**config.mk**
```make
export PLATFORM = sky130hd
export DESIGN_NAME = sfa_front
export DESIGN_NICKNAME = d
export VERILOG_FILES = /design/src/rtl/sfa_pkg.sv /design/src/rtl/sfa_front.sv
export SDC_FILE = /design/constraint.sdc
export NUM_CORES = 1
export LEC_CHECK = 0
export BUFFER_PORTS_ARGS = -buffer_cell sky130_fd_sc_hd__buf_4
export CORE_MARGIN = 2
export CORE_UTILIZATION = 40
export CTS_BUF_LIST = sky130_fd_sc_hd__clkbuf_2 sky130_fd_sc_hd__clkbuf_4 sky130_fd_sc_hd__clkbuf_8
export CTS_CLUSTER_DIAMETER = 150
export DETAILED_ROUTE_END_ITERATION = 7
export PLACE_DENSITY = 0.67
export SYNTH_ARGS = -nofsm -noshare
export SYNTH_HDL_FRONTEND = slang
export SYNTH_SLANG_ARGS = --single-unit
```
**constraint.sdc**
```tcl
create_clock -name clk -period 7.3 [get_ports clk]
set_input_delay 1.46 -clock clk [delete_from_list [all_inputs] [get_ports clk]]
set_output_delay 1.46 -clock clk [all_outputs]
set_load 0.005 [all_outputs]
```
**src/rtl/sfa_pkg.sv**
```systemverilog
// Package for the spring force accumulator: payload structs, widths, constants.
// No dependencies.
package sfa_pkg;

  localparam int FracBits = 16;

  typedef struct packed {
    logic signed [31:0] node_x;
    logic signed [31:0] node_y;
    logic signed [31:0] node_z;
    logic signed [31:0] far_x;
    logic signed [31:0] far_y;
    logic signed [31:0] far_z;
    logic [31:0]        rest_length;
    logic [31:0]        stiffness;
    logic               spring_present;
    logic               last_spring;
  } sfa_in_t;

  typedef struct packed {
    logic signed [31:0] force_x;
    logic signed [31:0] force_y;
    logic signed [31:0] force_z;
    logic               degenerate_seen;
    logic               saturated;
  } sfa_out_t;

  // classified spring, handed from front to back through the queue
  typedef struct packed {
    logic signed [32:0] dx;
    logic signed [32:0] dy;
    logic signed [32:0] dz;
    logic [31:0]        rest;
    logic [31:0]        k;
    logic               add;   // present and nonzero length
    logic               degen; // present, zero length
    logic               last;
  } sfa_job_t;

endpackage

```
**src/rtl/sfa_front.sv**
```systemverilog
// Front end: accepts springs, forms displacements and classifies them.
// Depends on sfa_pkg.
module sfa_front (
  input  logic              clk,
  input  logic              rst_n,
  input  logic              in_valid,
  output logic              in_ready,
  input  sfa_pkg::sfa_in_t  in_data,
  output logic              job_valid,
  input  logic              job_ready,
  output sfa_pkg::sfa_job_t job_data
);

  logic              full_r;
  sfa_pkg::sfa_job_t job_r;
  logic signed [32:0] dx, dy, dz;

  assign in_ready  = !full_r || job_ready;
  assign job_valid = full_r;
  assign job_data  = job_r;

  assign dx = 33'(in_data.node_x) - 33'(in_data.far_x);
  assign dy = 33'(in_data.node_y) - 33'(in_data.far_y);
  assign dz = 33'(in_data.node_z) - 33'(in_data.far_z);

  always_ff @(posedge clk) begin
    if (!rst_n) begin
      full_r <= 1'b0;
    end else if (in_valid && in_ready) begin
      full_r <= 1'b1;
    end else if (job_ready) begin
      full_r <= 1'b0;
    end
  end

  always_ff @(posedge clk) begin
    if (in_valid && in_ready) begin
      job_r.dx    <= dx;
      job_r.dy    <= dy;
      job_r.dz    <= dz;
      job_r.rest  <= in_data.rest_length;
      job_r.k     <= in_data.stiffness;
      job_r.add   <= in_data.spring_present && (dx != '0 || dy != '0 || dz != '0);
      job_r.degen <= in_data.spring_present && dx == '0 && dy == '0 && dz == '0;
      job_r.last  <= in_data.last_spring;
    end
  end

endmodule

```
=== Word level (Yosys, flattened, before mapping) ===
Index checks and enable logic that the tools add are counted.

* Register bits after elaboration: 167
* Input bits: 262
* Output and inout port bits: 168
* Logic and storage cells: 30

* Add/subtract/negate cells: 3
* Mux-type cells: 2
* Reduce and logical (&&, ||, !) cells: 16

{| class="wikitable"
|+ Operator list
! kind !! count
|-
| $logic_not A33 Y1 || 3
|-
| $reduce_bool A33 Y1 || 3
|-
| $sub A32 B32 Y33 || 3
|-
| $logic_and A1 B1 Y1 || 5
|-
| $logic_or A1 B1 Y1 || 3
|-
| $mux W1 || 2
|-
| $reduce_bool A2 Y1 || 1
|-
| $logic_not A1 Y1 || 1
|}

=== Depth between registers and ports, before layout ===
* Depth after elaboration: 5
* Depth in mapped cells: 14
* Gate-level depth less buffers: 13

=== Worst setup path after synthesis ===
Ideal clock, no wire load.

* Path kind: input to register
* Start: input port job_ready
* End: register job_r, in the netlist job_data[0] (enable)
* Arrival time: 5.414 ns
* Data required time: 6.754 ns
* Slack: 1.339 ns
* Cell stages on the path: 2
* Cells stage by stage: nand2b_1 > and2_1

* Longest elaborated chain between the ends: 2

{| class="wikitable"
|+ Ends and longest elaborated chain
! what !! line !! text
|-
| from (decl) || sfa_front.sv:10 || <nowiki>input logic job_ready,</nowiki>
|-
| $logic_or A1 B1 Y1 || sfa_front.sv:18 || <nowiki>assign in_ready = !full_r || job_ready;</nowiki>
|-
| $logic_and A1 B1 Y1 || sfa_front.sv:37 || <nowiki>if (in_valid && in_ready) begin</nowiki>
|-
| to (decl) || sfa_front.sv:15 || <nowiki>sfa_pkg::sfa_job_t job_r;</nowiki>
|}

No other way between the ends.
A chain may end at the register's enable or synchronous reset.

=== Final worst setup path ===
* Start: input port in_data[98] (netlist bit)
* End: register job_r, in the netlist job_data[2] (data pin)

* Longest elaborated chain between the ends: 5

{| class="wikitable"
|+ Ends and longest elaborated chain
! what !! line !! text
|-
| from (decl) || sfa_front.sv:8 || <nowiki>input sfa_pkg::sfa_in_t in_data,</nowiki>
|-
| $sub A32 B32 Y33 || sfa_front.sv:23 || <nowiki>assign dy = 33'(in_data.node_y) - 33'(in_data.far_y);</nowiki>
|-
| net dy[16] || sfa_front.sv:16 || <nowiki>logic signed [32:0] dx, dy, dz;</nowiki>
|-
| $reduce_bool A33 Y1 || sfa_front.sv:43 || <nowiki>job_r.add <= in_data.spring_present && (dx != '0 || dy != '0 || dz != '0);</nowiki>
|-
| $logic_or A1 B1 Y1 (2 in a row) || sfa_front.sv:43 ||
|-
| $logic_and A1 B1 Y1 || sfa_front.sv:43 ||
|}

The timed path passes the listed nets, and every way through them passes these cells.

==> key figures <==
Die
  • Die area: 30300 sq um
  • Initial Util: 0.404
  • Core ar.: 28600 sq um
  • DIE WIDTH: 174 um
  • I/O pins: 430
  • Die height: 174 um
  • Num rows: 62

Global route
  • Vias in the first global route: 10400
  • GRT overflow: 0
  • Largest net degree at the start of global routing: 62
  • Antenna violations before repair: 2
  • GRT Total Usage: 0.259
  • First-pass GRT wire length: 60500 um

Timing
  • RSZ-0062 raised after global routing: no
  • Crit share post-route: 0.649
  • Fin. Hold Viols: 0
  • Worst-Margin Slew: 0.857 ns
  • Tmin final: 4.73 ns
  • Max Clk Rate: 211 MHz
  • Setup tns final: 0 ns
  • Final Max Slew Viols: 0
  • Setup violators final: 0
  • Max_slew headroom: 0.429
  • Setup Skew: 0.0247 ns

Layout
  • Area growth syn-to-layout: 34.4%
  • Fillers: 2634
  • Register area: 5000 sq um
  • Fraction of final layout cells sized beyond drive strength 1: 0.312
  • Multi-input gate area: 5930 sq um
  • Layout net count: 1962
  • Fin util: 0.543
  • Cell Count, Final, Fillers Out: 1999
  • Final instance area: 15600 sq um

Clocking
  • Worst skew pair latency: 0.45 ns
  • Post-CTS Resized: 0
  • Root Driver: clkbuf_8
  • CTS tree: built
  • Clock Path Buffers: 2
  • Clk sinks: 167
  • Htree depth: 4
  • CTS clk-pin slew, worst paths: 0.11 ns
  • Setup bufs post-CTS: 0
  • Num CTS Buffers: 17
  • Cts-stage hold buffer count: 0

Critical path
  • WP data required: 7.49 ns
  • Worst r2r dst: job_data[86]
  • Kind of critical path: in -> reg
  • Worst Path Arrival: 4.93 ns
  • CP Launch Point: in_data[98]
  • Crit end category: register
  • R2r setup slk: 4.92 ns
  • End of the critical path: job_data[2]
  • Worst-path fanout max: 5
  • R2R depth: 3
  • Reg2reg start: job_valid
  • Crit path launch type: input port

Power
  • Total Power: 2930 uW
  • Leakage Power: 0.00694 uW
  • Peak VDD IR: 0.000130 V
  • Power density over cell area: 188 nW/um^2

Drt
  • Via count: 10700
  • Wire length per cell: 20.2 um
  • DRT antenna net count: 0
  • Drt first pass iters: 5
  • Initial DRC count: 796
  • Drt total wl: 40400 um
  • Via-to-Cell Ratio: 5.37
  • Number of remaining DRC errors: 0

Synthesis
  • Cells after synthesis: 1180
  • EDFF count, synth: 166
  • Seq cells post-synth: 167
  • Post-Synth Adder-Cell Area: 0.109
  • Netlist Area Pre-Place: 11600 sq um
  • Post-Syn Area per Cell: 9.81 sq um
  • Top-area cell type share of the netlist area: 0.431
  • Synth area leader: edfxtp_1
  • Top cells by area, synth: edfxtp_1 (43%), ha_1 (10%), a21oi_1 (4.7%), inv_1 (4.3%), xnor2_1 (3.0%)
  • Post-synth top cells: edfxtp_1 (166), inv_1 (132), a21oi_1 (109)
  • Count leader, synth: edfxtp_1
  • Largest family of logic cells by synthesized area: compound AO/OA/AOI/OAI gates
  • Post-synthesis compound-gate area fraction: 0.201
  • Post-synth cell types: 88
  • Mux share of post-synthesis cell area: 0.00367
  • Ys flop type: edfxtp_1
  • Async SR Flop Fraction: 0
  • Yosys warning count: 0
  • Synth Area in XOR/XNOR: 0.0492
  • Post-Syn Nets: 1541
  • Area share of and/or/nand/nor cells after synthesis: 0.149
  • Register area share after synthesis: 0.432

Placement
  • Placed cell area: 15100 sq um
  • # port buffers: 429
  • Cells after DPL: 1966
  • Placed wire-length estimate: 33500 um
  • Placer Congestion: 0.909

Job
  • Max-cap viol count: 0

Run status
  • Outcome: finished, final reports clean

Min path
  • Worst min path class: reg -> reg
## worst max-delay path, cell delays in order
cell and delay (ns):
buf_4 0.11, ha_1 0.20, fa_1 0.41, nand2b_1 0.19, a211oi_1 0.54, o21ai_2 0.21
a21oi_1 0.34, xor2_1 0.14, a211o_1 0.34, a211o_1 0.27, and4bb_1 0.26, nand4_1 0.12
o31a_1 0.31
## layout by cell type, fill, tap and decap left out, drive strengths merged, types with 18 or more instances in the layout
master,count
ha,96
nor2,81
a21o,19
nand4,32
inv,139
edfxtp,166
xor2,26
xnor2,39
nand2,86
clkbuf,18
o21a,19
nor3,23
o21ai,75
a21oi,114
and2,24
buf,431
## per-layer routing
| layer | share of wire | GRT usage |
|---|---|---|
| met1 | 0.42 | 0.331 |
| met2 | 0.49 | 0.446 |
| met3 | 0.068 | 0.0531 |
| met4 | 0.024 | 0.0728 |
| met5 | 0 | 0 |
## logic make-up (layout without fill, tap and decap cells)
kind of cell	count (synthesis)	after routing
multiplexers	4	4
adder cells (fa/ha/maj)	99	99
buffers and inverters	161	594
AO/OA/AOI/OAI	348	348
XOR/XNOR	65	65
other	0	2
AND/OR/NAND/NOR	336	336
flip-flops	167	167
## state kept, by name (all words and copies together) (netlist names)
signal	cells
job_data	166
job_valid	1
## per-stage QoR
stage | setup WS, ns | hold WS, ns
after global placement | 2.22 | 0.540
after CTS | 2.63 | 0.592
after floorplan | 1.34 | 0.537
after detailed placement | 2.14 | 0.576
after global routing | 2.41 | 0.629
final | 2.57 | 0.585
## where the power goes
group	switching [uW]	total [uW]	leakage, uW	internal, uW
clock	402	721	0.000200	319
combinational	545	980	0.00513	435
sequential	37.3	1230	0.00161	1190
total	984	2930	0.00694	1940
## worst min path at each step
stage / startpoint / endpoint / slack (ns) / cells past startpoint
final: job_valid / job_valid / 0.59 / 2
after global routing: job_valid / job_valid / 0.63 / 2
after CTS: job_valid / job_valid / 0.59 / 2
after detailed placement: job_valid / job_valid / 0.58 / 2
after global placement: job_valid / job_valid / 0.54 / 2
after floorplan: job_valid / job_valid / 0.54 / 2
## area by class of cell
type / instances / area share
well taps: 384 / 0.0309
diodes: 2 / 0.000322
multi-input cells: 852 / 0.381
flip-flops and latches: 167 / 0.322
clock buffers: 18 / 0.0155
repair buffers: 431 / 0.208
inverters: 132 / 0.0319
clock inverters: 13 / 0.0104
No activity file was read; power rests on OpenSTA's default activity.
