===== config.mk =====
export PLATFORM = sky130hd
export DESIGN_NAME = sfa_back
export DESIGN_NICKNAME = d
export VERILOG_FILES = /design/src/rtl/sfa_pkg.sv /design/src/rtl/sfa_back.sv
export SDC_FILE = /design/constraint.sdc
export NUM_CORES = 2
export LEC_CHECK = 0
export ABC_AREA = 1
export BUFFER_PORTS_ARGS = -buffer_cell sky130_fd_sc_hd__buf_2
export CELL_PAD_IN_SITES_DETAIL_PLACEMENT = 0
export CELL_PAD_IN_SITES_GLOBAL_PLACEMENT = 1
export CORE_UTILIZATION = 40
export DETAILED_ROUTE_END_ITERATION = 10
export PLACE_DENSITY = 0.71
export SLEW_MARGIN = 0
export SYNTH_ARGS = -nofsm -noshare
export SYNTH_HDL_FRONTEND = slang
export SYNTH_SLANG_ARGS = --single-unit

===== constraint.sdc =====
create_clock -name clk -period 47.8 [get_ports clk]
set_input_delay 9.56 -clock clk [delete_from_list [all_inputs] [get_ports clk]]
set_output_delay 9.56 -clock clk [all_outputs]
set_load 0.02 [all_outputs]

===== src/rtl/sfa_pkg.sv =====
// Package for the spring force accumulator: payload structs, widths, constants.
// No dependencies.
package sfa_pkg;

  localparam int FracBits = 16;

  typedef struct packed {
    logic signed [31:0] node_x;
    logic signed [31:0] node_y;
    logic signed [31:0] node_z;
    logic signed [31:0] far_x;
    logic signed [31:0] far_y;
    logic signed [31:0] far_z;
    logic [31:0]        rest_length;
    logic [31:0]        stiffness;
    logic               spring_present;
    logic               last_spring;
  } sfa_in_t;

  typedef struct packed {
    logic signed [31:0] force_x;
    logic signed [31:0] force_y;
    logic signed [31:0] force_z;
    logic               degenerate_seen;
    logic               saturated;
  } sfa_out_t;

  // classified spring, handed from front to back through the queue
  typedef struct packed {
    logic signed [32:0] dx;
    logic signed [32:0] dy;
    logic signed [32:0] dz;
    logic [31:0]        rest;
    logic [31:0]        k;
    logic               add;   // present and nonzero length
    logic               degen; // present, zero length
    logic               last;
  } sfa_job_t;

endpackage


===== src/rtl/sfa_back.sv =====
// Back end: square root, tension, per-axis unit divide and saturating sum.
// Depends on sfa_pkg.
module sfa_back (
  input  logic              clk,
  input  logic              rst_n,
  input  logic              job_valid,
  output logic              job_ready,
  input  sfa_pkg::sfa_job_t job_data,
  output logic              out_valid,
  input  logic              out_ready,
  output sfa_pkg::sfa_out_t out_data
);

  localparam int F = sfa_pkg::FracBits;

  typedef enum logic [7:0] {
    S_IDLE = 8'b0000_0001,
    S_SQ   = 8'b0000_0010,
    S_SQRT = 8'b0000_0100,
    S_TEN  = 8'b0000_1000,
    S_DIV  = 8'b0001_0000,
    S_MUL  = 8'b0010_0000,
    S_ACC  = 8'b0100_0000,
    S_OUT  = 8'b1000_0000
  } state_t;

  state_t state_r, state_nxt;
  sfa_pkg::sfa_job_t job_r;

  logic [1:0]  step_r;        // sub-step / axis index
  logic [5:0]  cnt_r;
  logic [65:0] sq_r;          // sum of squares, shifted out two bits a step
  logic [65:0] rem_r;
  logic [32:0] root_r;
  logic [64:0] tension_r;
  logic        str_pos_r;
  logic [32:0] str_mag_r;
  logic [32+F:0] num_r;       // dividend |d|<<F, shifted out
  logic [32:0] drem_r;
  logic [32+F:0] quo_r;
  logic [34:0] mag_r;
  logic signed [31:0] sum_r [3];
  logic        zflag_r, sflag_r;
  sfa_pkg::sfa_out_t res_r;
  logic        res_full_r;

  logic signed [32:0] d_cur;
  logic [32:0] d_abs;
  logic [65:0] rem_sh, trial;
  logic [33:0] drem_sh;
  logic [65:0] prod;
  logic signed [34:0] stretch;
  logic [32:0] sel_sq_abs;
  logic signed [35:0] acc_nxt;
  logic        neg;
  logic        res_load;

  function automatic logic [32:0] d_abs_of0(input logic signed [32:0] d);
    return d[32] ? 33'(-d) : d;
  endfunction

  function automatic logic [32:0] d_abs_next(input sfa_pkg::sfa_job_t j,
                                             input logic [1:0] s);
    return (s == 2'd0) ? d_abs_of0(j.dy) : d_abs_of0(j.dz);
  endfunction

  always_comb begin
    unique case (step_r)
      2'd0:    d_cur = job_r.dx;
      2'd1:    d_cur = job_r.dy;
      default: d_cur = job_r.dz;
    endcase
    d_abs = d_cur[32] ? 33'(-d_cur) : d_cur;
  end

  assign sel_sq_abs = d_abs;
  assign rem_sh  = {rem_r[63:0], sq_r[65:64]};
  assign trial   = {31'd0, root_r, 2'b01};
  assign drem_sh = {drem_r, num_r[32+F]};
  assign stretch = 35'($signed({2'b00, root_r})) - 35'($signed({3'b000, job_r.rest}));

  // shared 33x33 multiplier: squares, then tension halves, then tension*unit
  logic [32:0] ma, mb;
  always_comb begin
    ma = sel_sq_abs;
    mb = sel_sq_abs;
    if (state_r == S_TEN) begin
      ma = {1'b0, job_r.k};
      mb = (step_r == 2'd0) ? {32'd0, str_mag_r[32]} : {1'b0, str_mag_r[31:0]};
    end else if (state_r == S_MUL) begin
      ma = (cnt_r == 6'd0) ? 33'(tension_r[64:32]) : {1'b0, tension_r[31:0]};
      mb = quo_r[32:0];
    end
    prod = ma * mb;
  end

  assign neg = str_pos_r == !d_cur[32];
  assign acc_nxt = neg ? 36'(sum_r[step_r]) - 36'(mag_r) : 36'(sum_r[step_r]) + 36'(mag_r);

  assign job_ready = state_r == S_IDLE;
  assign out_valid = res_full_r;
  assign out_data  = res_r;
  assign res_load  = state_r == S_OUT && job_r.last && (!res_full_r || out_ready);

  always_comb begin
    state_nxt = state_r;
    unique case (state_r)
      S_IDLE: if (job_valid) state_nxt = S_SQ;
      S_SQ:   if (step_r == 2'd2) state_nxt = job_r.add ? S_SQRT : S_OUT;
      S_SQRT: if (cnt_r == 6'd32) state_nxt = S_TEN;
      S_TEN:  if (step_r == 2'd1) state_nxt = (stretch == '0) ? S_OUT : S_DIV;
      S_DIV:  if (d_cur == '0 || cnt_r == 6'(32 + F)) state_nxt = (d_cur == '0) ? S_ACC : S_MUL;
      S_MUL:  if (cnt_r == 6'd1) state_nxt = S_ACC;
      S_ACC:  if (step_r == 2'd2) state_nxt = S_OUT;
              else state_nxt = S_DIV;
      S_OUT:  if (!job_r.last || !res_full_r || out_ready) state_nxt = S_IDLE;
      default: state_nxt = S_IDLE;
    endcase
  end

  always_ff @(posedge clk) begin
    if (!rst_n) begin
      state_r    <= S_IDLE;
      res_full_r <= 1'b0;
      sum_r[0]   <= '0;
      sum_r[1]   <= '0;
      sum_r[2]   <= '0;
      zflag_r    <= 1'b0;
      sflag_r    <= 1'b0;
    end else begin
      state_r <= state_nxt;
      if (res_load) res_full_r <= 1'b1;
      else if (out_ready) res_full_r <= 1'b0;
      unique case (state_r)
        S_IDLE: if (job_valid) begin
          job_r  <= job_data;
          step_r <= 2'd0;
          sq_r   <= '0;
        end
        S_SQ: begin
          sq_r   <= sq_r + prod;
          step_r <= step_r + 2'd1;
          rem_r  <= '0;
          root_r <= '0;
          cnt_r  <= '0;
          if (job_r.degen) zflag_r <= 1'b1;
        end
        S_SQRT: begin
          sq_r <= {sq_r[63:0], 2'b00};
          cnt_r <= cnt_r + 6'd1;
          if (rem_sh >= trial) begin
            rem_r  <= rem_sh - trial;
            root_r <= {root_r[31:0], 1'b1};
          end else begin
            rem_r  <= rem_sh;
            root_r <= {root_r[31:0], 1'b0};
          end
          step_r <= 2'd0;
          str_pos_r <= 1'b0;
        end
        S_TEN: begin
          if (step_r == 2'd0) begin
            str_pos_r <= !stretch[34];
            str_mag_r <= 33'(stretch[34] ? -stretch : stretch);
            step_r    <= 2'd1;
          end else begin
            // (k*a_hi)<<(32-F) + (k*a_lo)>>F
            tension_r <= (65'(str_mag_r[32] ? {1'b0, job_r.k} : 33'd0) << (32 - F))
                         + 65'(prod[63:F]);
            step_r    <= 2'd0;
            cnt_r     <= '0;
            num_r     <= {d_abs_of0(job_r.dx), {F{1'b0}}};
            drem_r    <= '0;
            quo_r     <= '0;
          end
        end
        S_DIV: begin
          if (d_cur != '0) begin
            num_r <= {num_r[31+F:0], 1'b0};
            cnt_r <= (cnt_r == 6'(32 + F)) ? 6'd0 : cnt_r + 6'd1;
            if (drem_sh >= {1'b0, root_r}) begin
              drem_r <= 33'(drem_sh - {1'b0, root_r});
              quo_r  <= {quo_r[31+F:0], 1'b1};
            end else begin
              drem_r <= drem_sh[32:0];
              quo_r  <= {quo_r[31+F:0], 1'b0};
            end
          end
          mag_r <= '0;
        end
        S_MUL: begin
          cnt_r <= cnt_r + 6'd1;
          if (cnt_r == 6'd0) begin
            // high tension half times unit
            if (prod[65:F-1] != '0) mag_r <= 35'h2_0000_0000;
            else mag_r <= 35'(prod[F-2:0]) << (32 - F);
          end else begin
            if (mag_r != 35'h2_0000_0000) mag_r <= 35'(mag_r + 35'(prod[63:F]));
          end
        end
        S_ACC: begin
          if (d_cur != '0 && mag_r != '0) begin
            if (acc_nxt > 36'sd2147483647) begin
              sum_r[step_r] <= 32'sh7fffffff; sflag_r <= 1'b1;
            end else if (acc_nxt < -36'sd2147483648) begin
              sum_r[step_r] <= 32'sh80000000; sflag_r <= 1'b1;
            end else sum_r[step_r] <= acc_nxt[31:0];
          end
          step_r <= step_r + 2'd1;
          cnt_r  <= '0;
          drem_r <= '0;
          quo_r  <= '0;
          num_r  <= {d_abs_next(job_r, step_r), {F{1'b0}}};
        end
        S_OUT: if (res_load) begin
          res_r.force_x <= sum_r[0];
          res_r.force_y <= sum_r[1];
          res_r.force_z <= sum_r[2];
          res_r.degenerate_seen <= zflag_r;
          res_r.saturated <= sflag_r;
          sum_r[0] <= '0; sum_r[1] <= '0; sum_r[2] <= '0;
          zflag_r <= 1'b0; sflag_r <= 1'b0;
        end
        default: ;
      endcase
    end
  end

endmodule


* Yosys cells after proc, flatten, opt, wreduce, memory -nomap -nowiden
Memory sizes are Yosys's and may differ from the RTL's. A register that Yosys moved wholly into a read port is not among the register bits.
Index checks and enable logic that the tools add are counted.
** Word-level totals
- Flip-flop bits (word level) :: 599
- Bits in latches :: 0
- RAM bits :: 96
- Memory bits (read-only) :: 0
- Input port bits :: 170
- Output and inout bits :: 100
- Memories :: 1
** Memories
- sum_r :: depth 3, width 32, rd ports 4, clocked after memory_dff 4, wr ports 3, RTL line sfa_back.sv:42 : logic signed [31:0] sum_r [3];
** Cells by class
- Add/subtract/negate cells :: 15
- Multiply operators :: 1
- Div/mod/pow operators :: 0
- $lt $le $gt $ge :: 4
- Equality and inequality tests :: 30
- Shifts and indexed selects :: 0
- Multiplexer cells :: 97
- Bitwise gates (word level) :: 6
- Reductions and logical operators :: 45
** Operators by type and width (number)
- two-way mux 33 bit :: 16
- two-way mux 32 bit :: 8
- one-hot mux 33 bit (3 select lines) :: 2
- one-hot mux 66 bit (3 select lines) :: 1
- negator 33 bit :: 5
- one-hot mux 49 bit (3 select lines) :: 1
- one-hot mux 33 bit (2 select lines) :: 2
- one-hot mux 64 bit (2 select lines) :: 1
- two-way mux 49 bit :: 2
- two-way mux 8 bit :: 10
- two-way mux 35 bit :: 2
- one-hot mux 35 bit (2 select lines) :: 1
- adder 66 bit :: 1
- >= comparator 66 x 35 -> 1 bit :: 1
- multiplier 33 x 33 -> 66 bit :: 1
- two-way mux 66 bit :: 1
- two-way mux 64 bit :: 1
- one-hot mux 8 bit (8 select lines) :: 1
- subtractor 64 x 35 -> 64 bit :: 1
- nonzero test 51 bit :: 1
- adder 48 x 48 -> 49 bit :: 1
- adder 36 x 35 -> 36 bit :: 1
- greater-than comparator 36 x 32 -> 1 bit (second input constant) :: 1
- < comparator 36 x 32 -> 1 bit (second input constant) :: 1
- 54 further kinds :: 135

* Longest topological paths before layout
- Word-level depth :: 16
- Mapped depth :: 68
- Mapped depth without buffers :: 65

* Least setup slack after synthesis
No wires, ideal clock.
- Kind :: input to register
- Start :: in rst_n
- End :: reg job_r[0] (netlist name) (enable)
- Library setup time :: 0.894 ns
- Data arrival time :: 21.308 ns
- Required time :: 46.906 ns
- Setup slack :: 25.599 ns
- Stages :: 3
- Cells stage by stage :: clkinv_1 clkbuf_1 nor3_1
** Between the ends
- Word-level cells in the longest chain between the ends :: 1
** RTL lines
- from (decl) :: RTL line sfa_back.sv:5 : input logic rst_n,
- AND reduction 3 bit (no line)
- to (signal assigned) :: RTL line sfa_back.sv:136 : job_r <= job_data;
- to (decl) :: RTL line sfa_back.sv:28 : sfa_pkg::sfa_job_t job_r;
Every way passes these cells.
A chain may end at the register's enable or synchronous reset.

* Final worst setup path
- Start :: reg step_r[1]
- End :: reg sq_r[58] (data pin)
** Between the ends
- Word-level cells in the longest chain between the ends :: 9
- Elaborated cells on any way between the ends :: 13
- Classes of those cells :: add/sub (2); mul (1); eq/ne (1); mux (8); reduce/logical (1)
** RTL lines
- from (decl) :: RTL line sfa_back.sv:30 : logic [1:0] step_r;
- from (signal assigned) :: RTL line sfa_back.sv:142 : step_r <= step_r + 2'd1;
- from (signal assigned) :: RTL line sfa_back.sv:209 : step_r <= step_r + 2'd1;
- equality test 2 x 1 -> 1 bit or logical NOT 2 bit (tied branches) :: RTL line sfa_back.sv:68, sfa_back.sv:89
- one-hot mux 33 bit (2 select lines) :: RTL line sfa_back.sv:68 : unique case (step_r)
- negator 33 bit :: RTL line sfa_back.sv:73 : d_abs = d_cur[32] ? 33'(-d_cur) : d_cur;
- two-way mux 33 bit :: RTL line sfa_back.sv:73
- two-way mux 33 bit :: RTL line sfa_back.sv:90 : end else if (state_r == S_MUL) begin
- two-way mux 33 bit :: RTL line sfa_back.sv:87 : if (state_r == S_TEN) begin
- multiplier 33 x 33 -> 66 bit (*) :: RTL line sfa_back.sv:94 : prod = ma * mb;
- via prod[25] :: RTL line sfa_back.sv:51 : logic [65:0] prod;
- adder 66 bit (*) :: RTL line sfa_back.sv:141 : sq_r <= sq_r + prod;
- one-hot mux 66 bit (3 select lines) (*) :: RTL line sfa_back.sv:134 : unique case (state_r)
- to (signal assigned) :: RTL line sfa_back.sv:141
- to (signal assigned) :: RTL line sfa_back.sv:149 : sq_r <= {sq_r[63:0], 2'b00};
- to (decl) :: RTL line sfa_back.sv:32 : logic [65:0] sq_r;
Mark *: on every way through the listed nets, which the timed path passes. The rest lies on a longest branch.

==> reports/metrics.cfg <==
[run_status]
status=finished, final reports clean

[floorplan]
die_y_um=479.3
fp.coreArea_mm2=0.2255
die_area_mm2=0.2297
initial_core_util_pct=40.39
ioPinCount=270
die_x_um=479.3
row_count=174

[layout]
n_fill_cell=23050
instances_no_fill=14840
fin_area_mm2=0.09896
final_cell_mix=nand2_1, inv_1, nor2_1
area_growth_pct=8.623
final_common_cell=nand2_1
nets=13450
drive_above_1_share_pct=6.678

[flow_run]
drv_cap=0

[setup_path]
worst_r2r_path_depth=52
endpoint=sq_r[58]
cp.required_ns=48.33
path_class=flip-flop to flip-flop
reg2reg_slack_ns=33.17
cp_top_family=adder cells
crit_path_max_incr_delay_ns=0.74
end_kind=flip-flop
r2r_end=sq_r[58]
cp_data_arrival_time_ns=15.15
crit-reg2reg-launch=step_r[1]
cp-startpoint=step_r[1]
crit_buf_inv=11
setup.worst_path.start_class=flip-flop
worstSetupPathDepth=52
cp_max_fo=38
cp_slowest_cell=o21ai_0

[grt]
antenna_found_initial=14
grt_remaining_overflow=0
grt_usage_pct=30.40
grt_max_degree=93
grt_pass1_wl_um=517800
grt_pass1_vias=79640

[routing]
vias_per_cell=5.355
drt_pass1_iterations=8
drcViolationCount=0
drtIter0Drc=7078
drtAntennaViolNets=0
wl_per_cell_um=23.67
num_vias=79490
routed_wl_um=351400

[clocking]
cts_buffers=93
cts_hold_buffers=0
path_clk_slew_ns=0.06
cts_tree=done
root_buffer=clkbuf_16
htreeDepth=3
cts_setup_buffers=0
clockBufferDepth=3
cts-resized-gates=0
cts_num_sinks=793
insertion_delay_ns=0.79

[place]
dp_cells=14670
hpwl_um=287800
port_buffers=269
placed_area_mm2=0.09593
pre_cts_ws_ns=33.40
gp_congestion=1.013

[logic_synthesis]
async_reset_ff_share_pct=0
netlist_area_mm2=0.09111
syn_inst=11590
synth-seq-cells=793
ys_types=82
synth_ff_type=edfxtp_1
yosys_warnings=0
synth-edff-count=780
syn_avg_cell_area_um2=7.859
yosysSeqAreaShare_pct=25.99

[sta]
fin_crit_ns=14.63
fin_tns_setup_ns=0
relSlewSlack_pct=9.296
finalCritPeriodShare_pct=30.60
clock.fmax_mhz=68.37
drv_slew=0
fin_ws_ns=33.17
setup_viol=0
hold_viol=0
tightest_slew_ns=1.357
fin_skew_ns=0.06986
rsz0062_at_grt=false

[hold_path]
worst_hold_path.num_cells=0
hp-class=flip-flop to flip-flop

-- worst min-delay path by stage --
stage | slack (ns) | start | end
detailed placement | 0.43 | zflag_r | out_data[1]
global placement | 0.41 | zflag_r | out_data[1]
CTS | 0.43 | sum_r[1][2] | out_data[36]
floorplan | 0.40 | zflag_r | out_data[1]
global route | 0.44 | sum_r[1][2] | out_data[36]
finish | 0.42 | sum_r[1][2] | out_data[36]
-- sequential cells by signal (all words and copies together) (netlist names), 33 cells and up, named ones only --
signal / flops
drem_r: 33
job_r: 166
mag_r: 35
num_r: 33
out_data: 98
quo_r: 33
rem_r: 64
root_r: 33
sq_r: 66
str_mag_r: 33
sum_r: 128
tension_r: 49
-- logic make-up after synthesis --
group	after synthesis	share of synthesized area, %
buffers and inverters	2626	11.15
flip-flops	793	25.99
other	2	0.008243
AND/OR/NAND/NOR	4757	21.35
adder cells (fa/ha/maj)	1512	28.71
AO/OA/AOI/OAI	1624	10.11
XOR/XNOR	279	2.682
-- per-stage QoR --
step	utilization [%]	hold WS (ns)
2_1_floorplan	-	0.4030
3_3_place_gp	42.52	0.4118
3_5_place_dp	42.53	0.4294
4_1_cts	43.87	0.4262
5_1_grt	43.87	0.4358
6_report	43.88	0.4225
-- layer usage --
layer | share of wire (%) | track usage, % | up-vias
met1 | 42 | 39.77 | 39110
met4 | 5.6 | 14.81 | 6
met3 | 6.2 | 3.693 | 604
met2 | 46 | 49.86 | 2910
met5 | 0.011 | 0 | -
li1 | - | - | 36870
-- layout make-up --
type                    instances  area, um2  area share [%]
well taps                    2992       3744           3.783
clock inverters                62      630.6          0.6372
diodes                          8      20.02         0.02023
repair buffers                406       2382           2.407
clock buffers                 109       2387           2.412
multi-input cells            8187      57530           58.13
flip-flops and latches        793      23680           23.93
inverters                    2287       8589           8.679
-- cell usage after synthesis, types with 9 or more instances --
| master | count | area [um2] |
|---|---|---|
| o31ai_1 | 13 | 97.59 |
| buf_2 | 106 | 530.5 |
| o22ai_1 | 39 | 244.0 |
| nor2_2 | 37 | 231.5 |
| nand2_1 | 2619 | 9831 |
| o21ai_0 | 525 | 2628 |
| inv_1 | 2245 | 8427 |
| a31oi_1 | 75 | 469.2 |
| edfxtp_1 | 780 | 23420 |
| o221ai_1 | 10 | 87.58 |
| clkbuf_1 | 188 | 705.7 |
| o211ai_1 | 45 | 337.8 |
| dfxtp_1 | 13 | 260.3 |
| nand3_2 | 9 | 90.09 |
| buf_4 | 14 | 105.1 |
| o2111ai_1 | 14 | 122.6 |
| ha_1 | 548 | 6857 |
| a21oi_1 | 686 | 3433 |
| fa_1 | 964 | 19300 |
| nand2_2 | 34 | 212.7 |
| nor2_1 | 1343 | 5041 |
| a21boi_0 | 14 | 105.1 |
| nor4_1 | 41 | 256.5 |
| xnor2_1 | 105 | 919.6 |
| o21bai_1 | 41 | 307.8 |
| nand4_1 | 97 | 606.8 |
| a21o_1 | 38 | 285.3 |
| buf_6 | 12 | 135.1 |
| o21ai_1 | 18 | 90.09 |
| nand3b_1 | 18 | 135.1 |
| o21a_1 | 33 | 247.7 |
| or2_2 | 55 | 344.1 |
| nor3_1 | 113 | 565.5 |
| buf_1 | 16 | 60.06 |
| clkinv_1 | 14 | 52.55 |
| xor2_1 | 174 | 1524 |
| inv_2 | 27 | 101.4 |
| nand3_1 | 352 | 1762 |
-- worst reg2reg max path, delay by kind of cell, from the launching register on --
family | cells | cell delay, ns
AO/OA/AOI/OAI | 8 | 2.16
XOR/XNOR | 1 | 0.36
adder cells (fa/ha/maj) | 12 | 5.40
AND/OR/NAND/NOR | 20 | 3.84
buffers and inverters | 11 | 2.26
flip-flops | 1 | 0.38
Power is left out: the tool's default activity adds up to more than one toggle a clock period on the data nets, which glitch-free logic cannot reach.
