<file path="src/rtl/sfa_pkg.sv">
// Package for the spring force accumulator: payload structs, widths, constants.
// No dependencies.
package sfa_pkg;

  localparam int FracBits = 16;

  typedef struct packed {
    logic signed [31:0] node_x;
    logic signed [31:0] node_y;
    logic signed [31:0] node_z;
    logic signed [31:0] far_x;
    logic signed [31:0] far_y;
    logic signed [31:0] far_z;
    logic [31:0]        rest_length;
    logic [31:0]        stiffness;
    logic               spring_present;
    logic               last_spring;
  } sfa_in_t;

  typedef struct packed {
    logic signed [31:0] force_x;
    logic signed [31:0] force_y;
    logic signed [31:0] force_z;
    logic               degenerate_seen;
    logic               saturated;
  } sfa_out_t;

  // classified spring, handed from front to back through the queue
  typedef struct packed {
    logic signed [32:0] dx;
    logic signed [32:0] dy;
    logic signed [32:0] dz;
    logic [31:0]        rest;
    logic [31:0]        k;
    logic               add;   // present and nonzero length
    logic               degen; // present, zero length
    logic               last;
  } sfa_job_t;

endpackage

</file>
<file path="src/rtl/sfa_queue.sv">
// Two-entry job queue between front and back ends.
// Depends on sfa_pkg.
module sfa_queue (
  input  logic              clk,
  input  logic              rst_n,
  input  logic              wr_valid,
  output logic              wr_ready,
  input  sfa_pkg::sfa_job_t wr_data,
  output logic              rd_valid,
  input  logic              rd_ready,
  output sfa_pkg::sfa_job_t rd_data
);

  sfa_pkg::sfa_job_t mem_r [2];
  logic       wp_r, rp_r;
  logic [1:0] cnt_r;
  logic       wr, rd;

  assign wr_ready = cnt_r != 2'd2;
  assign rd_valid = cnt_r != 2'd0;
  assign rd_data  = mem_r[rp_r];
  assign wr = wr_valid && wr_ready;
  assign rd = rd_valid && rd_ready;

  always_ff @(posedge clk) begin
    if (!rst_n) begin
      wp_r  <= 1'b0;
      rp_r  <= 1'b0;
      cnt_r <= 2'd0;
    end else begin
      if (wr) wp_r <= !wp_r;
      if (rd) rp_r <= !rp_r;
      cnt_r <= cnt_r + 2'(wr) - 2'(rd);
    end
  end

  always_ff @(posedge clk) begin
    if (wr) mem_r[wp_r] <= wr_data;
  end

endmodule

</file>
<file path="config.mk">
export PLATFORM = sky130hd
export DESIGN_NAME = sfa_queue
export DESIGN_NICKNAME = d
export VERILOG_FILES = /design/src/rtl/sfa_pkg.sv /design/src/rtl/sfa_queue.sv
export SDC_FILE = /design/constraint.sdc
export NUM_CORES = 1
export LEC_CHECK = 0
export ABC_CLOCK_PERIOD_IN_PS = 5900
export BUFFER_PORTS_ARGS = -buffer_cell sky130_fd_sc_hd__buf_4
export CORE_MARGIN = 5
export CORE_UTILIZATION = 28
export DETAILED_ROUTE_END_ITERATION = 10
export GPL_ROUTABILITY_DRIVEN = 1
export GPL_TIMING_DRIVEN = 0
export SETUP_SLACK_MARGIN = 0.5
export SLEW_MARGIN = 0
export SYNTH_ARGS = -nofsm -noshare
export SYNTH_HDL_FRONTEND = slang
export SYNTH_SLANG_ARGS = --single-unit
export TNS_END_PERCENT = 50
</file>
<file path="constraint.sdc">
create_clock -name clk -period 5.9 [get_ports clk]
set_input_delay 0.59 -clock clk [delete_from_list [all_inputs] [get_ports clk]]
set_output_delay 0.59 -clock clk [all_outputs]
set_load 0.005 [all_outputs]
</file>
======== Word level (Yosys, flattened, before mapping) ========
Memories as Yosys holds them, arrays and structs flattened. A register that Yosys moved wholly into a read port is not among the register bits.
Index checks and enable logic that the tools add are counted.
word-level totals
  flip-flop bits (word level) ............. 4
  memory bits (writable) .................. 332
  output and inout bits ................... 168
  logic and storage cells ................. 16
  memories kept ........................... 1
operators by class
  add/subtract/negate cells ............... 2
  eq/ne operators ......................... 1
  muxes and demuxes ....................... 4
  reduce and logical (&&, ||, !) cells .... 5
memory list
  name   words  bits a word  read ports  clocked after memory_dff  write ports  line             RTL
  mem_r  2      166          1           1                         1            sfa_queue.sv:14  sfa_pkg::sfa_job_t mem_r [2];
operators by type and width
  cell                number
  $mux 1              4
  $add 2x1->2         1
  $logic_and 1x1->1   2
  $logic_not 1->1     2
  $ne 2x2->1 const B  1
  $reduce_bool 2->1   1
  $sub 2x1->2         1

======== Logic depth before layout (Yosys ltp) ========
Gate-level depths: netlist of run 1.
  word-level depth ........................ 4
  depth in mapped cells ................... 6

======== Worst setup path after synthesis of run 1 ========
OpenSTA, ideal clock, no wires.
  path kind ............................... register -> register
  start point ............................. register cnt_r[0]
  end point ............................... memory mem_r[1][0] (netlist name) (enable)
  arrival time ............................ 4.446 ns
  data required time ...................... 5.353 ns
  path slack .............................. 0.908 ns
  stages on the path, launching flop included .. 3
  path buffers ............................ 0
  period minus slack after synthesis ...... 4.992 ns
  path through ............................ dfxtp_1 -> nand2b_1 -> and3_1
between the ends
  longest elaborated chain between the ends .. 4
RTL lines
  element                       line             RTL
  from (decl)                   sfa_queue.sv:16  logic [1:0] cnt_r;
  from (signal assigned)        sfa_queue.sv:33  cnt_r <= cnt_r + 2'(wr) - 2'(rd);
  $ne 2x2->1                    sfa_queue.sv:19  assign wr_ready = cnt_r != 2'd2;
  net wr_ready                  sfa_queue.sv:7   output logic wr_ready,
  $logic_and 1x1->1             sfa_queue.sv:22  assign wr = wr_valid && wr_ready;
  $mux 1                        sfa_queue.sv:38  if (wr) mem_r[wp_r] <= wr_data;
  $mux 1 (not written as such)  sfa_queue.sv:38
  to (decl)                     sfa_queue.sv:14
The timed path passes the listed nets, and every way through them passes these cells.

==> results.md, run 1 <==
- The share of total power dissipated in sequential elements is 45.0%.
- The actual transition at the worst max-transition pin is 0.830 ns.
- After clock tree synthesis, the setup repair step added 0 buffers.
- After legalization and detailed placement, the total HPWL measured 18900 µm.
- By area, the combinational part of the netlist is dominated by multiplexers.
- The H-tree generated during clock tree synthesis spans 2 levels.
- Per report_power, the clock group accounts for 34.2% of the total.
- The per-cell via count in the routed design is 4.12.
- The total I/O pin count is 338.
- The required time at the worst-slack endpoint is 5.31 ns.
- The layout cell share with drive strength beyond 1 is 61.3%.
- The post-detailed-route count of antenna-violating nets is 0.
- The library cell used most frequently in the layout, excluding fill and tap cells, is sky130_fd_sc_hd__buf_4.
- The master cell of the clock root buffer is sky130_fd_sc_hd__clkbuf_16.
- The worst path in the final design needs a cycle of 2.54 ns, including I/O delays and setup.
- The clock tree buffer depth is 3.
- Setup repair after global routing left no endpoint under its margin.
- By area the synthesized netlist is led by sky130_fd_sc_hd__edfxtp_1 81%, sky130_fd_sc_hd__mux2_2 15%, sky130_fd_sc_hd__buf_6 0.92%, sky130_fd_sc_hd__dfxtp_1 0.82%, sky130_fd_sc_hd__buf_4 0.37%.
- The synthesized design devotes to its leading area cell type 81.3% of total area.
- A synthesized cell averages 22.5 µm².
- The first detailed-routing pass ran for 4 iterations.
- The floorplan step defined a die boundary enclosing 48100 µm².
- The global-route wire length before repair is 40100 µm.
- Buffers inserted to repair hold after CTS numbered 0.
- The count of warnings emitted by yosys is 0.
- The synthesized netlist devotes 0.357% of its cell area to compound gates.
- The achievable clock frequency is 394 MHz.
- The total wire length is 27500 µm.
- In this run the static leakage power is 6.17 nW.
- Of the total synthesized cell area, the portion taken by full adders, half adders and majority gates is 0.102%.
- Across the VDD grid, the largest voltage drop is 376 µV.
- After synthesis, the share of cell area in mux cells is 15.2%.
- After synthesis, the netlist uses 25 different library cells.
- The CTS sink count is 337.
- The number of nets in the synthesized netlist is 717.
- The kind of critical path is flip-flop to output port.
- The DRC violation count after routing is 0.
- The post-synth design cell area is 12300 µm².
- The global-route usage over all layers is 11.0%.
- In this run, post-CTS repair resized a total of 0 instances.
- The non-filler instance count after layout is 1538.
- The final design area excluding fillers is 16800 µm².
- STA puts the critical path data arrival time at 1.95 ns.
- Setup violations remaining at the end of the flow were counted as 0.
- The class of the tightest hold or removal check is input port to flip-flop.
- The count of fill cells added during filler insertion is 4063.
- The largest total area in the synthesized netlist belongs to sky130_fd_sc_hd__edfxtp_1.
- Measured against its own limit, the worst slew margin works out to 44.7%.
- The synthesized design contains 337 register bits.
- The category of the worst setup path launch point is a flip-flop.
- After detailed routing, the average wire length per cell comes to 17.9 µm.
- Summing the areas of all and, or, nand and nor instances in the mapped netlist gives 0.714% of the synthesized area.
- The initialized floorplan defines 76 standard-cell rows.
- The worst clock skew is 0.0128 ns.
- The number of max-slew violations in the final report is 0.
- The largest net degree at the start of global routing is 86.
- Summing the sequential cell areas from Yosys gives 82.1% of the chip area.
- After detailed placement, the design holds a cell count of 1471.
- The number of buffers added by the clock tree synthesis step is 38.
- The number of global-route vias before repair came to 6929.
- The total overflow reported by the global router is 0.
- For this design the total switching power over the nets is 0.00155 W.
- The initial antenna violation count was 2.
- The layout overhead on the synthesized area is 37.1%.
- The overall power consumption is 0.00657 W.
- The number of maximum-capacitance constraint violations is 0.
- The core footprint is 43200 µm².
- The count of vias placed by the detailed router is 6341.
- The count of buffers added on input and output ports is 337.
- The XOR/XNOR share of the synthesized area is 0.0714%.
- At the end of routability-driven placement, the weighted congestion stood at 0.716.
- The area after detailed placement is 15600 µm².
- Clock-pin slew was measured on the worst setup and hold paths at 0.06 ns.
- In this run, the number of DRC markers left after iteration 0 of detailed routing was 376.
- STA classifies the critical path endpoint as an output port.
- The worst register-to-register path has a setup slack of 3.70 ns.
- The highest net fanout along the worst path is 10.
- The TritonCTS clock tree is done.
- The final net count is 1097.
- The flow ran to the end, and the final reports show no timing, DRC or antenna violations.
- Per report_power, the combinational group accounts for 20.8% of the total.
- The cell-internal power is 0.00503 W.
- Leaving out fill and tap cells, the most frequent cells in the layout are 343 x sky130_fd_sc_hd__buf_4, 332 x sky130_fd_sc_hd__edfxtp_1, 166 x sky130_fd_sc_hd__mux2_2.
- After layout, the worst path uses 43.0% of the clock period.
- Power spread over the standard cell area amounts to 391 nW/µm².
- In this run the vertical extent of the chip is 219 µm.
- The insertion delay of the later-clocked pin in the worst-skew pair is 0.53 ns.
- For this configuration, the core starts out at a cell density of 28.4%.
- The number of instances in the synthesized netlist is 546.
- The floorplan step set the die width to 219 µm.
- The hold violation count in the final report is 0.
- Net switching is 23.5% of the power.
area by class of cell:
class	count	area [µm²]	area share [%]
flip-flops and latches	337	10100	59.9
repair buffers	340	2610	15.5
well taps	585	732	4.35
multi-input cells	189	2030	12.0
clock buffers	48	1050	6.26
clock inverters	18	144	0.855
inverters	2	15.0	0.0893
diodes	1	2.50	0.0149
plain buffers	18	168	0.997
kinds of logic (layout without fill, tap and decap cells):
group | after synthesis | after routing
flip-flops | 337 | 337
multiplexers | 166 | 166
buffers and inverters | 20 | 426
AND/OR/NAND/NOR | 15 | 15
AO/OA/AOI/OAI | 6 | 6
adder cells (fa/ha/maj) | 1 | 1
XOR/XNOR | 1 | 1
other | 0 | 1
critical path, cell delays in order (launching register included):
cell	delay [ns]
sky130_fd_sc_hd__dfxtp_1	0.37
sky130_fd_sc_hd__buf_4	0.31
sky130_fd_sc_hd__buf_6	0.22
sky130_fd_sc_hd__mux2_2	0.37
sky130_fd_sc_hd__buf_4	0.15
sequential cells by signal, summed over array words and instances (netlist names), named ones only:
register and cells:
rp_r 1, cnt_r 2, mem_r 332, wp_r 1
stage by stage:
| step | worst slack (ns) | hold WS, ns | TNS (ns) | utilization (%) |
|---|---|---|---|---|
| after floorplan | 0.908 | 0.472 | 0 | - |
| final | 3.36 | 0.243 | 0 | 39.0 |
| after global placement | -1.81 | 0.492 | -440.89 | 36.0 |
| after global routing | 3.18 | 0.202 | 0 | 39.0 |
| after detailed placement | 3.51 | 0.498 | 0 | 36.2 |
| after CTS | 3.21 | 0.192 | 0 | 39.0 |
cell usage after synthesis, drive strengths merged:
| cell type | number |
|---|---|
| edfxtp | 332 |
| mux2 | 166 |
| buf | 18 |
| dfxtp | 5 |
| nor2 | 4 |
| and3 | 2 |
| inv | 2 |
| o21ai | 2 |
| a21bo | 1 |
| a21oi | 1 |
| and2 | 1 |
| and2b | 1 |
| ha | 1 |
| nand2b | 1 |
| nand3 | 1 |
| nand3b | 1 |
| nor3 | 1 |
| nor4 | 1 |
| nor4bb | 1 |
| o21ba | 1 |
| o31a | 1 |
| or2 | 1 |
| xor2 | 1 |
metal layers:
metal | vias up | routed length [µm] | track usage, %
li1 | 2946 | - | -
met1 | 3124 | 9980 | 11.7
met2 | 229 | 14000 | 19.0
met3 | 40 | 2970 | 5.17
met4 | 2 | 592 | 3.85
met5 | - | 13 | 0
power by group through the flow:
stage	Combinational [W]	Sequential, W	Clock, W
2_1_floorplan	0.000659	0.00303	0
3_3_place_gp	0.00139	0.00307	0
3_5_place_dp	0.00141	0.00301	0
4_1_cts	0.00142	0.00296	0.00233
5_1_grt	0.00149	0.00298	0.00244
6_report	0.00137	0.00296	0.00225
final timing paths:
kind / endpoint / start / depth (start not counted)
hold / removal: mem_r[0][46] / wr_data[46] / 1
hold reg to reg: rp_r / rp_r / 2
setup reg to reg: mem_r[0][77] / cnt_r[0] / 4
setup / recovery: rd_data[121] / flip-flop / 4
Note: power is estimated with default switching activity, not from simulation.
==> run 2: changes to the inputs <==
--- a/config.mk
+++ b/config.mk
@@ -5,7 +5,8 @@
 export SDC_FILE = /design/constraint.sdc
 export NUM_CORES = 1
 export LEC_CHECK = 0
-export ABC_CLOCK_PERIOD_IN_PS = 5900
+export ABC_AREA = 1
+export ABC_CLOCK_PERIOD_IN_PS = 2500
 export BUFFER_PORTS_ARGS = -buffer_cell sky130_fd_sc_hd__buf_4
 export CORE_MARGIN = 5
 export CORE_UTILIZATION = 28
==> constraint.sdc (replaced) <==
create_clock -name clk -period 2.5 [get_ports clk]
set_input_delay 0.25 -clock clk [delete_from_list [all_inputs] [get_ports clk]]
set_output_delay 0.25 -clock clk [all_outputs]
set_load 0.005 [all_outputs]
==> results.md, run 2 <==
- The commonest register cell after synthesis is sky130_fd_sc_hd__edfxtp_1.
- The chip width is 219 µm (about the same).
- The clock tree buffer depth is 3 (unchanged).
- The setup total negative slack came to 0 ns (unchanged).
- The part of the Yosys area used for sequential elements came to 82.2% (+0.084 points).
- The category of the worst setup path launch point is a flip-flop.
- The required time at the worst-slack endpoint was 2.25 ns (-3.06 ns).
- The effective utilization at floorplan is 28.4% (-0.029 points).
- The count of vias placed by the detailed router is 7155 (+13%).
- The insertion delay of the later-clocked pin in the worst-skew pair was 0.53 ns (about the same).
- The total power density per cell area is 915 nW/µm² (+130%).
- Yosys attributes the largest share of cell area to sky130_fd_sc_hd__edfxtp_1 81%, sky130_fd_sc_hd__mux2_2 15%, sky130_fd_sc_hd__buf_6 1.3%, sky130_fd_sc_hd__dfxtp_1 0.82%, sky130_fd_sc_hd__nand2_1 0.34%.
- The post-synthesis net count came to 723 (+0.84%).
- The total overflow reported by the global router is 0 (unchanged).
- The post-detailed-route count of antenna-violating nets was 0 (unchanged).
- The data arrival time of the worst path is 1.79 ns (-0.16 ns).
- Counting flops per register, the top entry is mem_r.
- The H-tree depth is 2 (unchanged).
- The combined flip-flop and latch cell area is 10100 µm² (about the same).
- The estimated wirelength of the detail-placed design is 19800 µm (+4.5%).
- The library cell used most frequently in the layout, excluding fill and tap cells, is sky130_fd_sc_hd__buf_4.
- The clock-pin slew on the worst setup and hold paths was 0.06 ns (about the same).
- The met3 track demand over resource in global routing is 3.48% (-1.7 points).
- The final worst hold slack came to 0.0992 ns (-0.144 ns).
- The per-cell via count in the routed design is 4.13 (about the same).
- The highest net fanout along the worst path is 10 (unchanged).
- The number of setup violations in the final report came to 0 (unchanged).
- The hold violation count in the final report is 0 (unchanged).
- The critical path is of the flip-flop to output port type.
- The synthesized flop and latch total came to 337 (unchanged).
- The detail-routed net length per standard cell is 17.3 µm (-3.1%).
- The initial antenna violation count is 2 (unchanged).
- The global-route wire length before repair is 45100 µm (+12%).
- The layout cell share with drive strength beyond 1 is 52.7% (-8.7 points).
- The final net count is 1292 (+18%).
- The number of buffers added by the clock tree synthesis step is 38 (unchanged).
- The library cells used most frequently in the layout, excluding fill and tap cells, are 341 x sky130_fd_sc_hd__buf_4, 332 x sky130_fd_sc_hd__edfxtp_1, 167 x sky130_fd_sc_hd__dlygate4sd3_1.
- The met1 track demand over resource is 13.2% (+1.5 points).
- The post-synthesis average cell area was 22.2 µm² (-1.2%).
- The total I/O pin count is 338 (unchanged).
- The area growth from synthesis to layout is 54.5%.
- The TritonCTS clock tree is done.
- The max-slew headroom at the worst pin came to 71.2% (+27 points).
- The area share of the largest cell type after synthesis came to 81.4% (+0.083 points).
- The final cycle utilization of the critical path is 81.5%.
- The met2 demand-to-capacity share in global routing is 21.8% (+2.8 points).
- The multi-input logic area is 2020 µm² (-0.31%).
- In the final layout, the registers with the most flip-flops are mem_r: 332 flops, cnt_r: 2 flops.
- The total wire length came to 30100 µm (+9.2%).
- The routability-driven placement congestion ratio came to 0.732 (+2.2%).
- The count of warnings emitted by yosys is 0 (unchanged).
- The overall die height is 219 µm (about the same).
- The overall power consumption is 0.0173 W (+160%).
- The most repeated cell in the gate-level netlist after synthesis is sky130_fd_sc_hd__edfxtp_1.
- The post-synth design cell area was 12300 µm² (-0.10%).
- The run finished with clean final reports.
- The largest net degree at the start of global routing is 31 (-64%).
- The number of synthesized flops with an enable pin was 332 (unchanged).
- The core footprint is 43200 µm² (unchanged).
- The area of the die is 48000 µm² (-0.10%).
- The layer flagged by global routing as most heavily used is met2.
- The leakage power of the design is 7.09 nW (+15%).
- The biggest area consumer among synthesized cells is sky130_fd_sc_hd__edfxtp_1.
- The violation count after the first detailed-route iteration came to 305 (-19%).
- Static timing analysis puts the maximum clock frequency at 491 MHz.
- The largest vdd supply drop is 596 µV (+59%).
- The worst clock skew is 0.00956 ns (-0.00327 ns).
- The total iterations of the first detailed-routing run is 4 (unchanged).
- The number of global-route vias before repair was 7995 (+15%).
- The path class of the tightest hold or removal check is input port to flip-flop.
- The number of distinct library cells after synthesis is 13 (-48%).
- The critical path's largest stage delay came to 0.38 ns (about the same).
- The final cell utilization of the core came to 43.9% (+4.9 points).
- The cell with the largest stage delay on the worst path is sky130_fd_sc_hd__dfxtp_4.
- The count of fill cells added during filler insertion is 3818 (-6.0%).
- The CTS sink count is 337 (unchanged).
- The number of placement rows is 76 (unchanged).
- The flip-flop count of the largest register, all copies and words added is 332 (unchanged).
- The number of instances in the synthesized netlist was 552 (+1.1%).
- The actual transition at the worst max-transition pin is 0.431 ns (-0.399 ns).
- The cell sitting at the root of the clock tree is a sky130_fd_sc_hd__clkbuf_16.
- The number of port buffers is 337 (unchanged).
- Walking the worst path, the cells encountered are buf_12, buf_6, mux2_2, buf_4.
- Setup repair after global routing could not meet its margin everywhere.
- The kind of capture point of the worst setup path is an output port.
- The DRC violation count after routing was 0 (unchanged).
- The proportion of register bits with asynchronous set or reset after synthesis is 0% (unchanged).
- Sorting the synthesized cells by how often they occur yields 332 x sky130_fd_sc_hd__edfxtp_1, 166 x sky130_fd_sc_hd__mux2_2, 14 x sky130_fd_sc_hd__buf_6.
- The number of max-slew violations in the final report is 0 (unchanged).
- The global-route usage over all layers is 12.2% (+1.2 points).
- After layout, the minimum clock period comes to 2.04 ns.
- The number of maximum-capacitance constraint violations is 0 (unchanged).
## run 2: what timing repair did
item | CTS | global route
hold buffers | 167 | 0
setup buffers | 3 | 8
gates resized for setup | 21 | 10
cloned | 2 | 0
setup endpoints to repair | 250 | 272
endpoints found under the hold margin | 337 | 0
pin swaps | 0 | 1
## run 2: worst paths after layout
path                  start      endpoint  slack (ns)  cells past startpoint
hold / removal     wr_valid          wp_r         0.1                      5
hold reg to reg        rp_r     flip-flop        0.51                      2
setup reg to reg   cnt_r[1]  mem_r[0][34]        0.51                      6
setup / recovery  flip-flop   rd_data[87]        0.46                      4
## run 2: final cells by class
class,count,area share (%)
timing repair buffer,529,24.5
tap,585,3.86
clock inverter,18,0.707
clock buffer,48,5.56
buffer,18,1.38
multi-input combinational,190,10.7
inverter,7,0.139
antenna,2,0.0264
sequential,337,53.2
## run 2: critical path: cells and delay by family (launching register included)
kind	cells	cell delay [ns]
DFF	1	0.38
muxes	1	0.36
buffers and inverters	3	0.52
## run 2: cell families (layout without fill, tap and decap cells)
kind of cell / after synthesis / after routing / share of synthesized area [%]
DFF: 337 / 337 / 82.2
other: 0 / 2 / 0
and+or+nand+nor: 21 / 21 / 0.653
buffers and inverters: 25 / 620 / 1.71
muxes: 166 / 166 / 15.3
xor gates and xnor gates: 1 / 1 / 0.0715
AOI/OAI and AO/OA: 1 / 1 / 0.0408
adders and majority gates: 1 / 1 / 0.102
## run 2: power by group
part	internal, W	total (W)	switching [W]
clock	0.00317	0.00530	0.00213
combinational	0.00270	0.00470	0.00199
sequential	0.00716	0.00733	0.000173
## run 2: per-stage QoR
stage / cells / setup WS [ns] / area, µm²
4_1_cts: 1724 / 0.385 / 18800
5_1_grt: 1734 / 0.382 / 18900
3_3_place_gp: 1474 / -2.60 / 15500
3_5_place_dp: 1486 / 0.460 / 15800
2_1_floorplan: 552 / -0.912 / 12300
6_report: 1734 / 0.463 / 18900
## run 2: routing by layer
layer,vias to the layer above,routed length [µm],part of all wire (%)
li1,3327,-,-
met2,226,15700,52
met3,68,1970,6.6
met5,-,0,0
met1,3534,11200,37
met4,0,1170,3.9
